<file path="src/hw/rtl/lpd_pkg.sv">
package lpd_pkg;

  localparam int PACKET_BYTES       = 36;
  localparam int SAMPLES_PER_PACKET = 8;
  localparam int FILL_W             = $clog2(PACKET_BYTES + 1);
  localparam int SIDX_W             = $clog2(SAMPLES_PER_PACKET);

  // byte positions inside a full window
  localparam int SPEED_POS  = 4;
  localparam int START_POS  = 6;
  localparam int SAMPLE_POS = 8;
  localparam int END_POS    = 32;
  localparam int TAIL_POS   = 34;

  // checksum: 17 words folded into 32 bits, then into 15 bits
  localparam int CHK_WORDS  = 17;
  localparam int CHK_GROUP  = 3;
  localparam int CHK_GROUPS = (CHK_WORDS + CHK_GROUP - 1) / CHK_GROUP;
  localparam int CHK_W      = 15;

  localparam int FULL_TURN_RAW = 23040;
  localparam int MIN_SPAN_RAW  = 7;

  localparam int APB_AW = 5;
  localparam int APB_DW = 32;

  localparam logic [7:0]  SYNC0_RST     = 8'h55;
  localparam logic [7:0]  SYNC1_RST     = 8'hAA;
  localparam logic [7:0]  SYNC2_RST     = 8'h03;
  localparam logic [7:0]  SYNC3_RST     = 8'h08;
  localparam logic [15:0] ANGLE_MIN_RST = 16'd40960;
  localparam logic [15:0] ANGLE_MAX_RST = 16'd64000;
  localparam logic [14:0] SPAN_MAX_RST  = 15'd1280;

  typedef logic [7:0]  byte_t;
  typedef logic [15:0] word_t;

  typedef enum logic [2:0] {
    REG_SYNC0     = 3'd0,
    REG_SYNC1     = 3'd1,
    REG_SYNC2     = 3'd2,
    REG_SYNC3     = 3'd3,
    REG_ANGLE_MIN = 3'd4,
    REG_ANGLE_MAX = 3'd5,
    REG_SPAN_MAX  = 3'd6
  } reg_idx_t;

  typedef struct packed {
    logic [3:0][7:0] sync;
    word_t           angle_min;
    word_t           angle_max;
    logic [14:0]     span_max;
  } cfg_t;

  typedef struct packed {
    logic [SAMPLES_PER_PACKET-1:0][2:0][7:0] smp;
    word_t                                   start_angle;
    word_t                                   end_angle;
    word_t                                   speed;
    logic [CHK_W-1:0]                        chk;
  } pkt_t;

  typedef struct packed {
    logic valid;
    pkt_t pkt;
  } push_t;

endpackage

</file>
<file path="src/hw/rtl/lpd_if.sv">
interface lpd_in_if;
  logic          valid;
  logic          ready;
  lpd_pkg::byte_t rx_byte;
  logic          flush;

  modport source (output valid, output rx_byte, output flush, input ready);
  modport sink   (input valid, input rx_byte, input flush, output ready);
endinterface

interface lpd_out_if;
  logic        valid;
  logic        ready;
  logic [13:0] distance;
  logic [7:0]  quality;
  logic [2:0]  sample_index;
  logic [15:0] start_angle_raw;
  logic [15:0] end_angle_raw;
  logic [15:0] rot_speed;
  logic [14:0] checksum_word;
  logic        last;

  modport source (
    output valid, output distance, output quality, output sample_index,
    output start_angle_raw, output end_angle_raw, output rot_speed,
    output checksum_word, output last, input ready
  );
  modport sink (
    input valid, input distance, input quality, input sample_index,
    input start_angle_raw, input end_angle_raw, input rot_speed,
    input checksum_word, input last, output ready
  );
endinterface

</file>
<file path="src/hw/rtl/lpd_cfg.sv">
module lpd_cfg (
  input  logic                       clk,
  input  logic                       rst,
  input  logic                       psel,
  input  logic                       penable,
  input  logic                       pwrite,
  input  logic [lpd_pkg::APB_AW-1:0] paddr,
  input  logic [lpd_pkg::APB_DW-1:0] pwdata,
  output logic [lpd_pkg::APB_DW-1:0] prdata,
  output logic                       pready,
  output lpd_pkg::cfg_t              cfg
);
  import lpd_pkg::*;

  cfg_t     regs;
  reg_idx_t idx;
  logic     wr;

  assign idx    = reg_idx_t'(paddr[APB_AW-1:2]);
  assign wr     = psel && penable && pwrite;
  assign pready = 1'b1;
  assign cfg    = regs;

  always_ff @(posedge clk) begin
    if (rst) begin
      regs.sync      <= {SYNC3_RST, SYNC2_RST, SYNC1_RST, SYNC0_RST};
      regs.angle_min <= ANGLE_MIN_RST;
      regs.angle_max <= ANGLE_MAX_RST;
      regs.span_max  <= SPAN_MAX_RST;
    end else if (wr) begin
      case (idx)
        REG_SYNC0:     regs.sync[0]   <= pwdata[7:0];
        REG_SYNC1:     regs.sync[1]   <= pwdata[7:0];
        REG_SYNC2:     regs.sync[2]   <= pwdata[7:0];
        REG_SYNC3:     regs.sync[3]   <= pwdata[7:0];
        REG_ANGLE_MIN: regs.angle_min <= pwdata[15:0];
        REG_ANGLE_MAX: regs.angle_max <= pwdata[15:0];
        REG_SPAN_MAX:  regs.span_max  <= pwdata[14:0];
        default: ;
      endcase
    end
  end

  always_comb begin
    case (idx)
      REG_SYNC0:     prdata = {24'b0, regs.sync[0]};
      REG_SYNC1:     prdata = {24'b0, regs.sync[1]};
      REG_SYNC2:     prdata = {24'b0, regs.sync[2]};
      REG_SYNC3:     prdata = {24'b0, regs.sync[3]};
      REG_ANGLE_MIN: prdata = {16'b0, regs.angle_min};
      REG_ANGLE_MAX: prdata = {16'b0, regs.angle_max};
      REG_SPAN_MAX:  prdata = {17'b0, regs.span_max};
      default:       prdata = '0;
    endcase
  end

endmodule

</file>
<file path="src/hw/rtl/lpd_front.sv">
module lpd_front (
  input  logic           clk,
  input  logic           rst,
  lpd_in_if.sink         in_ch,
  input  logic           q_space,
  input  lpd_pkg::cfg_t  cfg,
  output lpd_pkg::push_t push
);
  import lpd_pkg::*;

  byte_t win [PACKET_BYTES];

  logic              accept;
  logic [FILL_W-1:0] fill, fill_base, fill_next;
  logic [2:0]        since_good;
  logic              good;

  // per-cycle markers: byte taken, and full window to check
  logic chk0, m0, m1, m2;
  logic v1, v2, v3;

  // stage 1
  logic [31:0] s1_part [CHK_GROUPS];
  logic        s1_hdr_ok;
  logic [16:0] s1_diff;
  word_t       s1_tail;
  pkt_t        s1_pkt;

  // stage 2
  logic [31:0] s2_acc_a, s2_acc_b;
  logic [17:0] s2_span;
  logic        s2_hdr_ok;
  word_t       s2_tail;
  pkt_t        s2_pkt;

  // stage 3
  logic [31:0] s3_acc;
  logic        s3_span_ok;
  logic        s3_hdr_ok;
  word_t       s3_tail;
  pkt_t        s3_pkt;

  logic [CHK_W-1:0] fold;
  logic [31:0]      part [CHK_GROUPS];
  pkt_t             snap;
  word_t            sa, ea;
  logic             sync_ok, angle_ok;

  assign accept      = in_ch.valid && in_ch.ready;
  assign in_ch.ready = q_space;

  // window shifts on every byte; oldest at index 0
  always_ff @(posedge clk) begin
    if (accept) begin
      for (int i = 0; i < PACKET_BYTES - 1; i++) begin
        win[i] <= win[i+1];
      end
      win[PACKET_BYTES-1] <= in_ch.rx_byte;
    end
  end

  // bytes since the last clear, saturating at a full window
  always_comb begin
    if (!accept) begin
      fill_base = fill;
    end else if (in_ch.flush) begin
      fill_base = FILL_W'(1);
    end else if (fill == FILL_W'(PACKET_BYTES)) begin
      fill_base = fill;
    end else begin
      fill_base = fill + 1'b1;
    end
    since_good = {2'b0, m0} + {2'b0, m1} + {2'b0, m2} + {2'b0, accept};
    if (good && FILL_W'(since_good) < fill_base) begin
      fill_next = FILL_W'(since_good);
    end else begin
      fill_next = fill_base;
    end
  end

  always_ff @(posedge clk) begin
    if (rst) begin
      fill <= '0;
      chk0 <= 1'b0;
      m0   <= 1'b0;
      m1   <= 1'b0;
      m2   <= 1'b0;
      v1   <= 1'b0;
      v2   <= 1'b0;
      v3   <= 1'b0;
    end else begin
      fill <= fill_next;
      chk0 <= accept && (fill_next == FILL_W'(PACKET_BYTES));
      m0   <= accept;
      m1   <= m0;
      m2   <= m1;
      // a good packet clears the window, so younger checks die
      v1   <= chk0 && !good;
      v2   <= v1 && !good;
      v3   <= v2 && !good;
    end
  end

  // stage 1 inputs: partial sums of shifted words, header tests, payload
  always_comb begin
    logic [31:0] term;
    int          k;
    term = '0;
    for (int j = 0; j < CHK_GROUPS; j++) begin
      part[j] = '0;
      for (int m = 0; m < CHK_GROUP; m++) begin
        k = j * CHK_GROUP + m;
        if (k < CHK_WORDS) begin
          term    = {16'b0, win[2*k+1], win[2*k]} << (CHK_WORDS - 1 - k);
          part[j] = part[j] + term;
        end
      end
    end
    for (int i = 0; i < SAMPLES_PER_PACKET; i++) begin
      for (int b = 0; b < 3; b++) begin
        snap.smp[i][b] = win[SAMPLE_POS + 3*i + b];
      end
    end
    sa               = {win[START_POS+1], win[START_POS]};
    ea               = {win[END_POS+1], win[END_POS]};
    snap.start_angle = sa;
    snap.end_angle   = ea;
    snap.speed       = {win[SPEED_POS+1], win[SPEED_POS]};
    snap.chk         = {win[TAIL_POS+1][6:0], win[TAIL_POS]};
    sync_ok  = win[0] == cfg.sync[0] && win[1] == cfg.sync[1] &&
               win[2] == cfg.sync[2] && win[3] == cfg.sync[3];
    angle_ok = sa >= cfg.angle_min && sa <= cfg.angle_max &&
               ea >= cfg.angle_min && ea <= cfg.angle_max;
  end

  always_ff @(posedge clk) begin
    for (int j = 0; j < CHK_GROUPS; j++) begin
      s1_part[j] <= part[j];
    end
    s1_hdr_ok <= sync_ok && angle_ok;
    s1_diff   <= {1'b0, ea} - {1'b0, sa};
    s1_tail   <= {win[TAIL_POS+1], win[TAIL_POS]};
    s1_pkt    <= snap;
  end

  // stage 2: two sums of three partials, wrapped span
  always_ff @(posedge clk) begin
    s2_acc_a  <= s1_part[0] + s1_part[1] + s1_part[2];
    s2_acc_b  <= s1_part[3] + s1_part[4] + s1_part[5];
    s2_span   <= {s1_diff[16], s1_diff} +
                 (s1_diff[16] ? 18'(FULL_TURN_RAW) : 18'd0);
    s2_hdr_ok <= s1_hdr_ok;
    s2_tail   <= s1_tail;
    s2_pkt    <= s1_pkt;
  end

  // stage 3: full accumulator, span limits
  always_ff @(posedge clk) begin
    s3_acc     <= s2_acc_a + s2_acc_b;
    s3_span_ok <= !s2_span[17] &&
                  s2_span[16:0] >= 17'(MIN_SPAN_RAW) &&
                  s2_span[16:0] <= {2'b0, cfg.span_max};
    s3_hdr_ok  <= s2_hdr_ok;
    s3_tail    <= s2_tail;
    s3_pkt     <= s2_pkt;
  end

  // 15-bit fold; tail bit 15 set never matches
  assign fold = s3_acc[CHK_W-1:0] + s3_acc[2*CHK_W-1:CHK_W];
  assign good = v3 && s3_hdr_ok && s3_span_ok && (s3_tail == {1'b0, fold});

  assign push.valid = good;
  assign push.pkt   = s3_pkt;

endmodule

</file>
<file path="src/hw/rtl/lpd_back.sv">
module lpd_back (
  input  logic           clk,
  input  logic           rst,
  input  lpd_pkg::push_t push,
  output logic           q_space,
  lpd_out_if.source      out_ch
);
  import lpd_pkg::*;

  localparam int QDEPTH = 2;
  localparam int QPTR_W = $clog2(QDEPTH);
  localparam int QCNT_W = $clog2(QDEPTH + 1);

  pkt_t              q [QDEPTH];
  logic [QPTR_W-1:0] wr_ptr, rd_ptr;
  logic [QCNT_W-1:0] count;
  logic [SIDX_W-1:0] sidx;
  logic              load, pop;
  pkt_t              head;
  byte_t             lo, hi;

  logic        out_valid;
  logic [13:0] out_range;
  logic [7:0]  out_quality;
  logic [2:0]  out_index;
  word_t       out_start, out_end, out_speed;
  logic [14:0] out_chk;
  logic        out_last;

  assign q_space = count != QCNT_W'(QDEPTH);
  assign head    = q[rd_ptr];
  assign load    = (count != '0) && (!out_valid || out_ch.ready);
  assign pop     = load && (sidx == SIDX_W'(SAMPLES_PER_PACKET - 1));
  assign lo      = head.smp[sidx][0];
  assign hi      = head.smp[sidx][1];

  always_ff @(posedge clk) begin
    if (push.valid) begin
      q[wr_ptr] <= push.pkt;
    end
  end

  always_ff @(posedge clk) begin
    if (rst) begin
      wr_ptr    <= '0;
      rd_ptr    <= '0;
      count     <= '0;
      sidx      <= '0;
      out_valid <= 1'b0;
    end else begin
      if (push.valid) begin
        wr_ptr <= wr_ptr + 1'b1;
      end
      if (pop) begin
        rd_ptr <= rd_ptr + 1'b1;
      end
      count <= count + QCNT_W'(push.valid) - QCNT_W'(pop);
      if (load) begin
        sidx <= pop ? '0 : sidx + 1'b1;
      end
      if (load) begin
        out_valid <= 1'b1;
      end else if (out_ch.ready) begin
        out_valid <= 1'b0;
      end
    end
  end

  // flagged samples read as zero range
  always_ff @(posedge clk) begin
    if (load) begin
      out_range   <= hi[7] ? 14'd0 : {hi[5:0], lo};
      out_quality <= head.smp[sidx][2];
      out_index   <= 3'(sidx);
      out_start   <= head.start_angle;
      out_end     <= head.end_angle;
      out_speed   <= head.speed;
      out_chk     <= head.chk;
      out_last    <= pop;
    end
  end

  assign out_ch.valid           = out_valid;
  assign out_ch.distance        = out_range;
  assign out_ch.quality         = out_quality;
  assign out_ch.sample_index    = out_index;
  assign out_ch.start_angle_raw = out_start;
  assign out_ch.end_angle_raw   = out_end;
  assign out_ch.rot_speed       = out_speed;
  assign out_ch.checksum_word   = out_chk;
  assign out_ch.last            = out_last;

endmodule

</file>
<file path="src/hw/rtl/lidar_packet_deframer_unit.sv">
// lidar serial packet deframer: takes one received byte per transaction on
// in_ch into a 36-byte sliding window and, for every byte that leaves the
// window full, checks the sync bytes, the 15-bit folded checksum of the 17
// leading little-endian words against the tail word, the start and end angle
// limits and the wrapped angular span. a good packet empties the window and
// yields eight sample transactions on out_ch (range, quality, index, packet
// angles, speed, checksum, last on the eighth); a bad window drops its oldest
// byte. flush empties the window before its byte. the block takes one byte
// every cycle; the window feeds the pipelined check, a good packet goes into
// the packet queue, and its samples then leave the output register at one per
// cycle while out_ch is ready. input stalls only while the two-entry packet
// queue in front of the output register is full.
module lidar_packet_deframer_unit (
  input  logic                       clk,
  input  logic                       rst,
  lpd_in_if.sink                     in_ch,
  lpd_out_if.source                  out_ch,
  input  logic                       psel,
  input  logic                       penable,
  input  logic                       pwrite,
  input  logic [lpd_pkg::APB_AW-1:0] paddr,
  input  logic [lpd_pkg::APB_DW-1:0] pwdata,
  output logic [lpd_pkg::APB_DW-1:0] prdata,
  output logic                       pready
);
  import lpd_pkg::*;

  cfg_t  cfg;      // live register values
  push_t push;     // good packet from the check pipeline
  logic  q_space;  // queue can take one more packet

  // register block; the user must write it only while idle, the block itself does not enforce it
  lpd_cfg u_cfg (
    .clk     (clk),
    .rst     (rst),
    .psel    (psel),
    .penable (penable),
    .pwrite  (pwrite),
    .paddr   (paddr),
    .pwdata  (pwdata),
    .prdata  (prdata),
    .pready  (pready),
    .cfg     (cfg)
  );

  // window, fill tracking and pipelined packet check
  lpd_front u_front (
    .clk     (clk),
    .rst     (rst),
    .in_ch   (in_ch),
    .q_space (q_space),
    .cfg     (cfg),
    .push    (push)
  );

  // packet queue and sample output register
  lpd_back u_back (
    .clk     (clk),
    .rst     (rst),
    .push    (push),
    .q_space (q_space),
    .out_ch  (out_ch)
  );

endmodule
</file>
<file path="src/flat_wrapper.sv">
// flat-port wrapper written by rule: the top's interface ports become plain ports
module lidar_packet_deframer_unit_flat import lpd_pkg::*;
  (clk, rst, psel, penable, pwrite, paddr, pwdata, prdata, pready, in_ch_valid, in_ch_rx_byte, in_ch_flush, in_ch_ready, out_ch_valid, out_ch_distance, out_ch_quality, out_ch_sample_index, out_ch_start_angle_raw, out_ch_end_angle_raw, out_ch_rot_speed, out_ch_checksum_word, out_ch_last, out_ch_ready);
  lpd_in_if in_ch_i ();
  lpd_out_if out_ch_i ();
  input  logic clk;
  input  logic rst;
  input  logic psel;
  input  logic penable;
  input  logic pwrite;
  input  logic [lpd_pkg::APB_AW-1:0] paddr;
  input  logic [lpd_pkg::APB_DW-1:0] pwdata;
  output logic [lpd_pkg::APB_DW-1:0] prdata;
  output logic pready;
  input wire logic [$bits(in_ch_i.valid)-1:0] in_ch_valid;
  input wire logic [$bits(in_ch_i.rx_byte)-1:0] in_ch_rx_byte;
  input wire logic [$bits(in_ch_i.flush)-1:0] in_ch_flush;
  output wire logic [$bits(in_ch_i.ready)-1:0] in_ch_ready;
  output wire logic [$bits(out_ch_i.valid)-1:0] out_ch_valid;
  output wire logic [$bits(out_ch_i.distance)-1:0] out_ch_distance;
  output wire logic [$bits(out_ch_i.quality)-1:0] out_ch_quality;
  output wire logic [$bits(out_ch_i.sample_index)-1:0] out_ch_sample_index;
  output wire logic [$bits(out_ch_i.start_angle_raw)-1:0] out_ch_start_angle_raw;
  output wire logic [$bits(out_ch_i.end_angle_raw)-1:0] out_ch_end_angle_raw;
  output wire logic [$bits(out_ch_i.rot_speed)-1:0] out_ch_rot_speed;
  output wire logic [$bits(out_ch_i.checksum_word)-1:0] out_ch_checksum_word;
  output wire logic [$bits(out_ch_i.last)-1:0] out_ch_last;
  input wire logic [$bits(out_ch_i.ready)-1:0] out_ch_ready;
  assign in_ch_i.valid = in_ch_valid;
  assign in_ch_i.rx_byte = in_ch_rx_byte;
  assign in_ch_i.flush = in_ch_flush;
  assign in_ch_ready = in_ch_i.ready;
  assign out_ch_valid = out_ch_i.valid;
  assign out_ch_distance = out_ch_i.distance;
  assign out_ch_quality = out_ch_i.quality;
  assign out_ch_sample_index = out_ch_i.sample_index;
  assign out_ch_start_angle_raw = out_ch_i.start_angle_raw;
  assign out_ch_end_angle_raw = out_ch_i.end_angle_raw;
  assign out_ch_rot_speed = out_ch_i.rot_speed;
  assign out_ch_checksum_word = out_ch_i.checksum_word;
  assign out_ch_last = out_ch_i.last;
  assign out_ch_i.ready = out_ch_ready;
  lidar_packet_deframer_unit u_core (.clk(clk), .rst(rst), .in_ch(in_ch_i), .out_ch(out_ch_i), .psel(psel), .penable(penable), .pwrite(pwrite), .paddr(paddr), .pwdata(pwdata), .prdata(prdata), .pready(pready));
endmodule
</file>
<file path="config.mk">
export PLATFORM = sky130hd
export DESIGN_NAME = lidar_packet_deframer_unit_flat
export DESIGN_NICKNAME = d
export VERILOG_FILES = /design/src/hw/rtl/lpd_pkg.sv /design/src/hw/rtl/lpd_if.sv /design/src/hw/rtl/lpd_cfg.sv /design/src/hw/rtl/lpd_front.sv /design/src/hw/rtl/lpd_back.sv /design/src/hw/rtl/lidar_packet_deframer_unit.sv /design/src/flat_wrapper.sv
export SDC_FILE = /design/constraint.sdc
export NUM_CORES = 2
export LEC_CHECK = 0
export BUFFER_PORTS_ARGS = -buffer_cell sky130_fd_sc_hd__buf_2
export CAP_MARGIN = 10
export CORE_MARGIN = 4
export CORE_UTILIZATION = 55
export DETAILED_ROUTE_END_ITERATION = 12
export PLACE_DENSITY_LB_ADDON = 0.05
export SKIP_CTS_REPAIR_TIMING = 1
export SYNTH_ARGS = -nofsm -noshare
export SYNTH_HDL_FRONTEND = slang
export SYNTH_SLANG_ARGS = --single-unit
</file>
<file path="constraint.sdc">
create_clock -name clk -period 18.6 [get_ports clk]
set_clock_uncertainty 0.05 [all_clocks]
set_input_delay 3.72 -clock clk [delete_from_list [all_inputs] [get_ports clk]]
set_output_delay 3.72 -clock clk [all_outputs]
set_load 0.005 [all_outputs]
</file>
==> impl_metrics.toml <==
[status]
status = "complete, no violations"

[min_path]
hold_path.class = "reg2reg"
worstHoldPathCells = 0
hold_end = "u_core.u_front.push[160]$_DFF_P_"
hp-start = "u_core.u_front.s2_pkt[160]$_DFF_P_"

[clock_tree]
numCtsBuffers = 182
clk_pin_slew_ns = 0.06
h-tree-depth = 4
root_buffer = "clkbuf_16"
clkSinkCount = 1933
cts_tree = "done"
clk-insertion-delay-late_ns = 0.79
cts_buffer_depth = 3

[logic_synthesis]
syn_area_per_cell_sq_um = 15.9
synth_enable_flop_cells = 871
netlist_area_sq_mm = 0.0664
synth_async_sr_flop_share_pct = 0
ys_ff_latch = 1933
synth_ff_type = "dfxtp_1"
synth_cells = 4190
yosysTopAreaCell = "edfxtp_1"
synthTopCellsByArea = "edfxtp_1, dfxtp_1, ha_1, mux4_2, fa_1"
yosys_warnings = 0
yosys.area.top_type_share_pct = 39.4
synth_cell_types = 87
seq_area_frac_synth_pct = 71.4

[worst_setup_path]
cp_num_buf_inv = 2
crit_path_end_kind = "primary output"
critPathSlowestCell = "nor2b_1"
crit_fanout = 33
max_stage_delay_ns = 0.78
cp-start-kind = "input port"
rrSetupSlack_ns = 11.92
critPathKind = "in2out"
r2r_start = "u_core.u_front.push[31]$_DFF_P_"
cp.arrival_ns = 5.77
cp_num_cells = 6
cpMostUsedCell = "buf_2"
timing.rr.end = "u_core.u_back.q[0][73]$_DFFE_PP_"
cp_data_required_time_ns = 14.83
crit_family = "simple AND/OR/NAND/NOR gates"
reg2regPathDepth = 13
cp_cell_sequence = "buf_2 -> nor2b_1 -> a22o_1 -> a32oi_1 -> o21ai_0 -> buf_2"

[timing]
period_share_pct = 51.3
report.final.setup_viol = 0
worstMarginPinSlew_ns = 1.19
fin_setup_tns_ns = 0
rsz0062_at_grt = "false"
slew_headroom_pct = 20.5
final_hold_viol_count = 0
min_period_ns = 9.54
fmax_mhz = 105
drv_slew = 0
worst_hold_slack_ns = 0.263

[drt]
avgViaCountPerCell = 5.38
vias = 33600
firstDrtPassIters = 5
first_iter_violations = 3008
ant_nets = 0
routedWlPerCell_microns = 22.7
totalWireLength_microns = 142000
drc = 0

[grt]
top_usage_layer = "met2"
use_met1_pct = 34.0
grt.overflow.total = 0
grt_pass1_vias = 33100
grt_usage_pct = 22.6
grtUsageMet3_pct = 4.46
grt_first_pass_wirelength_microns = 210000
grt_max_degree = 142
groute.layer.met2.usage_pct = 34.3
antenna_found_initial = 9

[die]
core_region_area_sq_mm = 0.120
start_util_pct = 55.4
num_rows = 127
die-area_sq_mm = 0.126
die_w_microns = 356
ioPinCount = 177
die_y_microns = 356

[final_layout]
nNetsFinal = 4914
multi_input_comb_area_sq_mm = 0.0182
area_growth_syn_to_layout_pct = 13.2
n_fill_cell = 8740
final_area_sq_mm = 0.0752
drive_gt1_share_pct = 14.8
regArea_sq_mm = 0.0474

[power]
peakVddDrop_mv = 0.107
leakagePower_nw = 28.4
power_density_mw_per_mm2 = 145

[placed_design]
placed_area_sq_mm = 0.0690
globalplace.congestion = 0.860
io_buffer_count = 141
dp_hpwl_microns = 97400

[run]
maxCapViolations = 0
## placed cells by master, fill, tap and decap left out, types with 14 or more instances in the layout
cell          n
xnor2_1     134
nor3_1       49
a31oi_1      23
clkbuf_1     42
nand3_1      51
buf_2       140
o21a_1       34
mux2i_1      27
mux2_2       72
o21ai_0      81
mux4_2      121
clkbuf_16   190
nand2b_1     28
fa_1        107
a21oi_1     188
clkbuf_8     24
xor2_1       58
nand4_1      24
nand2_1     207
clkinv_1     15
conb_1       17
buf_4        23
nor4_1       16
bufinv_16    14
a211o_1      25
clkinv_2     33
nor2b_1      51
and3_1       25
dfxtp_1    1058
a211oi_1     17
a21o_1       42
nor2_1      161
inv_1       137
o211ai_1     18
ha_1        289
nand3b_1     14
and2_1       15
edfxtp_1    871
## power breakdown
part | total [mW] | internal, mW | switching (mW)
clock network | 3.74 | 2.18 | 1.56
registers | 4.97 | 4.78 | 0.194
logic | 2.22 | 0.933 | 1.29
## sequential cells by signal, summed over array words and instances, names as in the netlist, 21 cells and up, named ones only
register / count
u_core.u_front.s1_part: 105
u_core.u_cfg.cfg: 79
u_core.u_front.push: 246
u_core.u_front.s3_acc: 29
u_core.u_front.win: 288
u_core.u_front.s2_acc_a: 21
u_core.u_front.s1_pkt: 245
u_core.u_front.s2_pkt: 246
u_core.u_back.q: 494
u_core.u_front.s2_acc_b: 24
## synthesized netlist by cell type, types with 43 or more instances
cell type / n
dfxtp_1: 1062
edfxtp_1: 871
ha_1: 289
nand2_1: 207
a21oi_1: 188
nor2_1: 161
inv_1: 138
xnor2_1: 134
mux4_2: 121
fa_1: 107
o21ai_0: 81
mux2_2: 72
xor2_1: 58
nor2b_1: 52
nand3_1: 51
nor3_1: 49
clkbuf_1: 43
## worst register-to-register path, stage by stage (launching register included)
cell,delay (ns)
dfxtp_1,0.57
ha_1,0.40
fa_1,0.50
xnor2_1,0.17
nand3_1,0.15
nor3_1,0.20
nand4b_1,0.14
nor4_1,0.29
nand4_1,0.20
nor4_4,0.51
nor2b_4,0.70
buf_4,0.73
buf_4,0.78
buf_12,0.70
## cell type report
type	count	area share [%]
repair buffers	165	1.21
flip-flops and latches	1933	63.0
clock inverters	86	1.25
multi-input cells	2044	24.1
diodes	4	0.0133
well taps	1612	2.68
inverters	139	0.697
clock buffers	256	6.97
## layer usage
metal	vias up	routed length [microns]
li1	15800	-
met1	16700	66500
met2	888	63700
met3	182	8760
met4	0	2760
met5	-	0
## worst max-delay path by stage
stage | startpoint | end | slack [ns]
global route | paddr[3] | prdata[7] | 8.88
floorplan | u_core.u_front.push[31]$_DFF_P_ | u_core.u_back.q[0][0]$_DFFE_PP_ | 4.50
CTS | paddr[3] | prdata[7] | 9.12
global placement | paddr[3] | prdata[7] | 9.15
finish | paddr[3] | prdata[7] | 9.06
detailed placement | paddr[3] | prdata[7] | 9.13
## logic make-up after synthesis
| family | count (synthesis) | synth area share (%) |
|---|---|---|
| DFF | 1933 | 71.4 |
| and+or+nand+nor | 692 | 5.09 |
| AOI/OAI and AO/OA | 523 | 5.08 |
| adders and majority gates | 396 | 8.67 |
| buffers and inverters | 228 | 1.43 |
| muxes | 222 | 5.77 |
| xor gates and xnor gates | 194 | 2.60 |
| other | 2 | 0.0113 |
## stage by stage
step / worst slack, ns / instances / util, % / total power [mW]
final: 9.06 / 6239 / 62.7 / 10.9
after global routing: 8.88 / 6236 / 62.7 / 11.5
after CTS: 9.12 / 6235 / 62.7 / 11.0
after detailed placement: 9.13 / 5893 / 57.6 / 7.23
after global placement: 9.15 / 5893 / 57.6 / 7.24
after floorplan: 4.50 / 4205 / - / 6.61
Note: power is estimated with default switching activity, not from simulation.
